File: src/rtl/core/u2g_pkg.sv
`timescale 1ns / 1ps
// ----------------------------------------------------------------------------
// u2g_pkg
// Shared types, codes and the GSM 03.38 default alphabet and extension table
// lookup for the UTF-8 to GSM 7-bit mapper.
// ----------------------------------------------------------------------------
package u2g_pkg;

    localparam logic [6:0] ESC_SEPTET = 7'h1B;

    typedef enum logic [1:0] {
        ST_MAPPED    = 2'd0,
        ST_UNMAPPED  = 2'd1,
        ST_INVALID   = 2'd2
    } t_status;

    typedef struct packed {
        logic [6:0] first_septet;
        logic [6:0] second_septet;
        logic [1:0] septet_count;
    } t_gsm_map;

    typedef struct packed {
        logic        valid;
        logic [15:0] code_point;
        logic [6:0]  first_septet;
        logic [6:0]  second_septet;
        logic [1:0]  septet_count;
        t_status     status;
    } t_dec_result;

    function automatic t_gsm_map map_gsm(input logic [15:0] cp);
        t_gsm_map   m;
        logic [7:0] b;
        logic [7:0] e;
        b = 8'h80;
        e = 8'h80;
        m = '0;
        case (cp) inside
            [16'h0020:16'h0023], [16'h0025:16'h003F],
            [16'h0041:16'h005A], [16'h0061:16'h007A]: b = {1'b0, cp[6:0]};
            16'h0040: b = 8'h00;  16'h00A3: b = 8'h01;
            16'h0024: b = 8'h02;  16'h00A5: b = 8'h03;
            16'h00E8: b = 8'h04;  16'h00E9: b = 8'h05;
            16'h00F9: b = 8'h06;  16'h00EC: b = 8'h07;
            16'h00F2: b = 8'h08;  16'h00C7: b = 8'h09;
            16'h000A: b = 8'h0A;  16'h00D8: b = 8'h0B;
            16'h00F8: b = 8'h0C;  16'h000D: b = 8'h0D;
            16'h00C5: b = 8'h0E;  16'h00E5: b = 8'h0F;
            16'h0394: b = 8'h10;  16'h005F: b = 8'h11;
            16'h03A6: b = 8'h12;  16'h0393: b = 8'h13;
            16'h039B: b = 8'h14;  16'h03A9: b = 8'h15;
            16'h03A0: b = 8'h16;  16'h03A8: b = 8'h17;
            16'h03A3: b = 8'h18;  16'h0398: b = 8'h19;
            16'h039E: b = 8'h1A;  16'h00C6: b = 8'h1C;
            16'h00E6: b = 8'h1D;  16'h00DF: b = 8'h1E;
            16'h00C9: b = 8'h1F;  16'h00A4: b = 8'h24;
            16'h00A1: b = 8'h40;  16'h00C4: b = 8'h5B;
            16'h00D6: b = 8'h5C;  16'h00D1: b = 8'h5D;
            16'h00DC: b = 8'h5E;  16'h00A7: b = 8'h5F;
            16'h00BF: b = 8'h60;  16'h00E4: b = 8'h7B;
            16'h00F6: b = 8'h7C;  16'h00F1: b = 8'h7D;
            16'h00FC: b = 8'h7E;  16'h00E0: b = 8'h7F;
            16'h000C: e = 8'h0A;  16'h005E: e = 8'h14;
            16'h007B: e = 8'h28;  16'h007D: e = 8'h29;
            16'h005C: e = 8'h2F;  16'h005B: e = 8'h3C;
            16'h007E: e = 8'h3D;  16'h005D: e = 8'h3E;
            16'h007C: e = 8'h40;  16'h20AC: e = 8'h65;
            default: ;
        endcase
        if (!b[7]) begin
            m.first_septet = b[6:0];
            m.septet_count = 2'd1;
        end else if (!e[7]) begin
            m.first_septet  = ESC_SEPTET;
            m.second_septet = e[6:0];
            m.septet_count  = 2'd2;
        end
        return m;
    endfunction

endpackage

File: src/rtl/core/u2g_decoder.sv
`timescale 1ns / 1ps
// ----------------------------------------------------------------------------
// u2g_decoder
// Strict BMP UTF-8 decoder with pending-sequence state and GSM mapping of
// each completed code point.
// ----------------------------------------------------------------------------
module u2g_decoder (
    input  logic                  i_clk,
    input  logic                  i_rst_n,
    input  logic                  i_step,
    input  logic [7:0]            i_text_byte,
    output u2g_pkg::t_dec_result  o_result
);
    import u2g_pkg::*;

    logic [7:0]  r_lead_byte,     n_lead_byte;
    logic [1:0]  r_bytes_seen,    n_bytes_seen;
    logic [11:0] r_partial_point, n_partial_point;

    logic        cont, two, three;
    logic        emit_pt, emit_err;
    logic [15:0] point;
    t_gsm_map    gmap;

    always_comb begin
        cont  = (i_text_byte[7:6] == 2'b10);
        two   = (r_lead_byte >= 8'hC2) && (r_lead_byte <= 8'hDF);
        three = (r_lead_byte >= 8'hE0) && (r_lead_byte <= 8'hEF);

        emit_pt         = 1'b0;
        emit_err        = 1'b0;
        point           = '0;
        n_lead_byte     = r_lead_byte;
        n_bytes_seen    = r_bytes_seen;
        n_partial_point = r_partial_point;

        if (r_bytes_seen == 2'd1 && two) begin
            if (!cont) begin
                emit_err = 1'b1;
            end else begin
                emit_pt = 1'b1;
                point   = {5'd0, r_partial_point[4:0], i_text_byte[5:0]};
            end
        end else if (r_bytes_seen == 2'd1 && three) begin
            if (!cont
                || (r_lead_byte == 8'hE0 && i_text_byte < 8'hA0)
                || (r_lead_byte == 8'hED && i_text_byte >= 8'hA0)) begin
                emit_err = 1'b1;
            end else begin
                n_partial_point = {2'd0, r_partial_point[3:0], i_text_byte[5:0]};
                n_bytes_seen    = 2'd2;
            end
        end else if (r_bytes_seen == 2'd2 && three) begin
            if (!cont) begin
                emit_err = 1'b1;
            end else begin
                emit_pt = 1'b1;
                point   = {r_partial_point[9:0], i_text_byte[5:0]};
            end
        end else begin
            n_lead_byte     = '0;
            n_bytes_seen    = '0;
            n_partial_point = '0;
            if (!i_text_byte[7]) begin
                if (i_text_byte == 8'h00) begin
                    emit_err = 1'b1;
                end else begin
                    emit_pt = 1'b1;
                    point   = {8'd0, i_text_byte};
                end
            end else if (i_text_byte >= 8'hC2 && i_text_byte <= 8'hDF) begin
                n_lead_byte     = i_text_byte;
                n_partial_point = {7'd0, i_text_byte[4:0]};
                n_bytes_seen    = 2'd1;
            end else if (i_text_byte >= 8'hE0 && i_text_byte <= 8'hEF) begin
                n_lead_byte     = i_text_byte;
                n_partial_point = {8'd0, i_text_byte[3:0]};
                n_bytes_seen    = 2'd1;
            end else begin
                emit_err = 1'b1;
            end
        end

        if (emit_pt || emit_err) begin
            n_lead_byte     = '0;
            n_bytes_seen    = '0;
            n_partial_point = '0;
        end

        gmap = map_gsm(point);

        o_result.valid = emit_pt || emit_err;
        if (emit_err) begin
            o_result.code_point    = '0;
            o_result.first_septet  = '0;
            o_result.second_septet = '0;
            o_result.septet_count  = '0;
            o_result.status        = ST_INVALID;
        end else begin
            o_result.code_point    = point;
            o_result.first_septet  = gmap.first_septet;
            o_result.second_septet = gmap.second_septet;
            o_result.septet_count  = gmap.septet_count;
            o_result.status        = (gmap.septet_count == 2'd0) ? ST_UNMAPPED : ST_MAPPED;
        end
    end

    always_ff @(posedge i_clk) begin
        if (!i_rst_n) begin
            r_lead_byte     <= '0;
            r_bytes_seen    <= '0;
            r_partial_point <= '0;
        end else if (i_step) begin
            r_lead_byte     <= n_lead_byte;
            r_bytes_seen    <= n_bytes_seen;
            r_partial_point <= n_partial_point;
        end
    end

endmodule

File: src/rtl/core/utf8_to_gsm7_mapper_unit.sv
`timescale 1ns / 1ps
// ----------------------------------------------------------------------------
// utf8_to_gsm7_mapper_unit
// UTF-8 byte stream to GSM 03.38 septets, one result per completed code point
// or per invalid sequence.
//
//   channel  dir  handshake                 payload
//   input    in   i_in_valid / o_in_stall   i_text_byte
//   result   out  o_out_valid / i_out_stall o_code_point, o_first_septet,
//                                           o_second_septet, o_septet_count,
//                                           o_status
//
// one byte per cycle unless the result stalls; input register, single-pass
// decode and lookup, result register
// lead and middle bytes of a multibyte form yield no result
// synchronous active-low reset clears the pending sequence and both valids
// a stalled result holds the decode stage; an empty input register takes
// one more byte, then the input stalls
// ----------------------------------------------------------------------------
module utf8_to_gsm7_mapper_unit (
    input  logic        i_clk,
    input  logic        i_rst_n,
    input  logic        i_in_valid,
    output logic        o_in_stall,
    input  logic [7:0]  i_text_byte,
    output logic        o_out_valid,
    input  logic        i_out_stall,
    output logic [15:0] o_code_point,
    output logic [6:0]  o_first_septet,
    output logic [6:0]  o_second_septet,
    output logic [1:0]  o_septet_count,
    output logic [1:0]  o_status
);
    import u2g_pkg::*;

    logic        r_in_valid;
    logic [7:0]  r_in_byte;
    logic        r_out_valid;
    logic [15:0] r_code_point;
    logic [6:0]  r_first_septet;
    logic [6:0]  r_second_septet;
    logic [1:0]  r_septet_count;
    t_status     r_status;

    logic        advance;
    logic        step;
    t_dec_result dec;

    assign advance    = !r_out_valid || !i_out_stall;
    assign step       = r_in_valid && advance;
    assign o_in_stall = r_in_valid && !advance;

    u2g_decoder u_decoder (
        .i_clk       (i_clk),
        .i_rst_n     (i_rst_n),
        .i_step      (step),
        .i_text_byte (r_in_byte),
        .o_result    (dec)
    );

    always_ff @(posedge i_clk) begin
        if (!i_rst_n) begin
            r_in_valid  <= 1'b0;
            r_out_valid <= 1'b0;
        end else begin
            if (!o_in_stall) begin
                r_in_valid <= i_in_valid;
            end
            if (advance) begin
                r_out_valid <= step && dec.valid;
            end
        end
    end

    always_ff @(posedge i_clk) begin
        if (i_in_valid && !o_in_stall) begin
            r_in_byte <= i_text_byte;
        end
        if (step && dec.valid) begin
            r_code_point    <= dec.code_point;
            r_first_septet  <= dec.first_septet;
            r_second_septet <= dec.second_septet;
            r_septet_count  <= dec.septet_count;
            r_status        <= dec.status;
        end
    end

    assign o_out_valid     = r_out_valid;
    assign o_code_point    = r_code_point;
    assign o_first_septet  = r_first_septet;
    assign o_second_septet = r_second_septet;
    assign o_septet_count  = r_septet_count;
    assign o_status        = r_status;

    // invalid results carry no code point and no septets
    a_invalid_clean: assert property (@(posedge i_clk) disable iff (!i_rst_n)
        (o_out_valid && o_status == ST_INVALID) |->
            (o_code_point == '0 && o_septet_count == 2'd0 && o_first_septet == '0))
        else $error("invalid result carries payload");

    // escaped pair always starts with the escape septet
    a_escape_pair: assert property (@(posedge i_clk) disable iff (!i_rst_n)
        (o_out_valid && o_septet_count == 2'd2) |->
            (o_first_septet == ESC_SEPTET && o_status == ST_MAPPED))
        else $error("escaped pair without escape septet");

    // status agrees with septet count
    a_status_count: assert property (@(posedge i_clk) disable iff (!i_rst_n)
        o_out_valid |-> ((o_septet_count == 2'd0) == (o_status != ST_MAPPED)))
        else $error("status and septet count disagree");

    // a held result is not overwritten by the decode stage
    a_hold_result: assert property (@(posedge i_clk) disable iff (!i_rst_n)
        (o_out_valid && i_out_stall) |=> (o_out_valid && $stable(o_code_point)))
        else $error("stalled result changed");

endmodule
File: config.mk
export PLATFORM = sky130hd
export DESIGN_NAME = utf8_to_gsm7_mapper_unit
export DESIGN_NICKNAME = d
export VERILOG_FILES = /design/src/rtl/core/u2g_pkg.sv /design/src/rtl/core/u2g_decoder.sv /design/src/rtl/core/utf8_to_gsm7_mapper_unit.sv
export SDC_FILE = /design/constraint.sdc
export NUM_CORES = 1
export LEC_CHECK = 0
export ABC_CLOCK_PERIOD_IN_PS = 5600
export BUFFER_PORTS_ARGS = -buffer_cell sky130_fd_sc_hd__buf_2
export CORE_MARGIN = 5
export CORE_UTILIZATION = 35
export DETAILED_ROUTE_END_ITERATION = 6
export PLACE_DENSITY = 0.56
export SKIP_LAST_GASP = 1
export SLEW_MARGIN = 5
export SYNTH_ARGS = -nofsm -noshare
export SYNTH_HDL_FRONTEND = slang
export SYNTH_HIERARCHICAL = 1
export SYNTH_SLANG_ARGS = --single-unit
File: constraint.sdc
create_clock -name i_clk -period 5.6 [get_ports i_clk]
set_clock_uncertainty 0.1 [all_clocks]
set_input_delay 0.56 -clock i_clk [delete_from_list [all_inputs] [get_ports i_clk]]
set_output_delay 0.56 -clock i_clk [all_outputs]
set_load 0.005 [all_outputs]
==> reports/metrics.csv <==
metric,value,unit
Final Power,1.277,mW
Setup crit end,o_first_septet[0]$_DFFE_PP_,
Reg2Reg Depth,9,
wire per inst,19.30,um
outcome,completed,
fin crit period,4032,ps
DP HPWL,8756,um
Post CTS Setup Buffer Count,0,
leading area contributor after synthesis,edfxtp_1,
CTS buffer count,9,
max-slew headroom at the worst pin,27.65,%
worst slew pin tran,1079,ps
CP Max Fanout,34,
Top Layer Used,met4,
RSZ-0062 raised after global routing,no,
NetSw,0.3106,mW
syn nets,466,
CTS tree,yes,
top cell type's share of synthesized area,31.11,%
Gate Count Post-Synth,454,
Pwr per Cell Area,271.3,mW/mm^2
Fillers,1141,
DRT iter0 DRCs,405,
Max rail drop VDD,0.1251,mV
Synth Warn #,6,
post-route setup slack,1568,ps
syn_area_per_cell,8.929,um^2
fin cells,634,
Die Y,117.6,um
crit path cell chain,"or4_1, or2_2, o21ai_0, a21boi_0, a21oi_1, a211oi_1, inv_1, nand2_1, a21oi_4",
vias in the first global route,3627,
initial antenna violation count,0,
clock network power share,47.3,%
clock slew at reported path FFs,60,ps
synth unique cells,70,
Nets,498,
Slew Limit Fails,0,
dpl cells,618,
Antenna Cells,0,
ys flop type,edfxtp_1,
Post-DRT Antenna Nets,0,
Worst Hold Depth,1,
crit path kind,flop to flop,
CP max stage cell,a21oi_4,
FF-to-FF End,o_first_septet[0]$_DFFE_PP_,
TNS Setup,0,ps
final WL,12240,um
hold_buf cts,0,
leakage,1.669,nW
Die Wd,117.6,um
Worst Path Required,5450,ps
post-DR vias/cell,5.957,
gr usage total,17.50,%
Switching Fraction,24.32,%
CP peak stage delay,810,ps
1st-pass router iterations,5,
effective utilization at floorplan,35.66,%
R2R setup slack,1570,ps
CTS resizes,0,
CP Launch Type,flop,
r2r startpoint,r_in_byte[0]$_DFFE_PP_,
H-tree depth,3,
CTS max path bufs,2,
final hold vios,0,
metal1 wirelength,5444,um
internal power,0.9664,mW
row count,39,
vias,3777,
"FF+latch count, synth",64,
Worst Hold Class,input port to flop,
DRC viols,0,
# IOs,48,
I/O Buffers,47,
CTS Root Cell,clkbuf_16,
ranking of synthesized cells by area,"edfxtp_1 31%, dfxtp_1 11%, nand2_1 3.3%, nand2b_1 3.2%, nor2b_1 3.2%",
Crit. End Element,flop,
worst skew pair latency,340,ps
Max Fclk,248.0,MHz
GPL Wtd Cong,0.9867,
fin crit share,72.00,%
Post-Syn Area,0.004054,mm^2
Flop pwr share,42.0,%
global route overflow,0,
Setup crit start,r_in_byte[0]$_DFFE_PP_,
Hold WS,290.5,ps
Die Area,0.01383,mm^2
critical path data arrival time,3880,ps
global-route wire length before repair,19560,um
core area,0.01137,mm^2
largest net degree at the start of global routing,35,
layout cells sized above 1,17.52,%
"worst slack, placed",1669,ps
met3 wire length,1065,um
Comb power frac,10.7,%
asr flop ratio synth,0,%
# clock sinks,64,
area growth from synthesis to layout,16.11,%
Max-cap violations,0,
met2 wire length,5283,um
post-synthesis sequential area ratio,41.98,%
Post-synth EDFFs,42,
final setup violation count,0,
==> layout make-up <==
class	count	area [um^2]	share of cell area, %
flip-flops and latches	64	1702	36.15
repair buffers	52	272.8	5.795
multi-input cells	353	2205	46.84
well taps	143	178.9	3.801
clock inverters	3	45.04	0.9569
clock buffers	13	281.5	5.981
inverters	6	22.52	0.4785
==> how the worst min path moves through the flow <==
stage                                         startpoint                                         to  slack [ps]
5_1_grt                                   i_text_byte[4]                     r_in_byte[4]$_DFFE_PP_         280
6_report                                  i_text_byte[3]                     r_in_byte[3]$_DFFE_PP_         290
4_1_cts                                   i_text_byte[1]                     r_in_byte[1]$_DFFE_PP_         280
2_1_floorplan  u_decoder/r_partial_point[7]$_SDFFE_PN0P_  u_decoder/r_partial_point[7]$_SDFFE_PN0P_         360
3_3_place_gp   u_decoder/r_partial_point[7]$_SDFFE_PN0P_  u_decoder/r_partial_point[7]$_SDFFE_PN0P_         400
3_5_place_dp   u_decoder/r_partial_point[6]$_SDFFE_PN0P_  u_decoder/r_partial_point[6]$_SDFFE_PN0P_         400
==> worst max-delay path: cells and delay by family, from the launching register on <==
kind | cells | cell delay, ps
AO/OA/AOI/OAI | 5 | 1540
AND/OR/NAND/NOR | 3 | 1130
flip-flops | 1 | 700
buffers and inverters | 1 | 110
==> metrics by stage <==
| step | instance area, um^2 | util (%) |
|---|---|---|
| after detailed placement | 4380 | 38.53 |
| final | 4707 | 41.40 |
| after CTS | 4707 | 41.40 |
| after global placement | 4380 | 38.53 |
| after floorplan | 4054 | - |
| after global routing | 4707 | 41.40 |
==> state kept, by name, indices dropped and copies added, names as in the netlist, 7 cells and up <==
name and count:
u_decoder/r_partial_point 10, r_in_byte 8, o_first_septet 7, o_second_septet 7, u_decoder/r_lead_byte 8, o_code_point 16
==> power groups by stage <==
stage               Combinational [mW]  Sequential [mW]  Clock, mW
floorplan                       0.0961            0.540          0
global placement                 0.136            0.545          0
detailed placement               0.134            0.546          0
CTS                              0.134            0.537      0.617
global route                     0.147            0.539      0.638
finish                           0.136            0.536      0.604
==> synth_stat cells, types with 5 or more instances <==
cell,count
nand2_1,36
dfxtp_1,22
nand2b_1,21
nor2b_1,21
a211oi_1,8
o211ai_1,5
a21oi_1,23
nor2_1,31
nand4_1,6
nor3_1,24
edfxtp_1,42
nand3_1,26
and2_1,13
clkbuf_1,26
a22oi_1,7
a21boi_0,13
o22ai_1,7
inv_1,6
a211o_1,7
o21ai_0,14
and3_1,7
or3_1,6
a31oi_1,5
==> kinds of logic (layout without fill, tap and decap cells) <==
kind of cell | count (synthesis) | in the layout | synth area share (%)
flops | 64 | 64 | 41.98
xor+xnor | 3 | 3 | 0.6483
mux | 2 | 2 | 0.5247
simple gates | 222 | 222 | 30.40
buf+inv | 37 | 74 | 3.919
compound gates | 126 | 126 | 22.53
==> placed cells by master (no fill, tap or decap), types with 5 or more instances in the layout <==
| cell type | Yosys | layout |
|---|---|---|
| edfxtp_1 | 42 | 42 |
| nor2b_1 | 21 | 21 |
| a211o_1 | 7 | 7 |
| o22ai_1 | 7 | 7 |
| o21ai_0 | 14 | 14 |
| nor2_1 | 31 | 31 |
| a22oi_1 | 7 | 7 |
| nor3_1 | 24 | 24 |
| nand2b_1 | 21 | 21 |
| and2_1 | 13 | 13 |
| or3_1 | 6 | 6 |
| a21oi_1 | 23 | 22 |
| nand4_1 | 6 | 6 |
| o211ai_1 | 5 | 5 |
| a211oi_1 | 8 | 8 |
| dfxtp_1 | 22 | 22 |
| a31oi_1 | 5 | 5 |
| buf_2 | 1 | 47 |
| buf_4 | 1 | 5 |
| inv_1 | 6 | 6 |
| nand3_1 | 26 | 26 |
| a21boi_0 | 13 | 13 |
| and3_1 | 7 | 7 |
| clkbuf_16 | 0 | 10 |
| nand2_1 | 36 | 36 |
==> routing by layer <==
metal  vias up  track usage, %
met5         -               0
met2       213           26.20
li1       1791               -
met4         0           8.387
met1      1737           23.93
met3        36           3.796
Note: power is estimated with default switching activity, not from simulation.
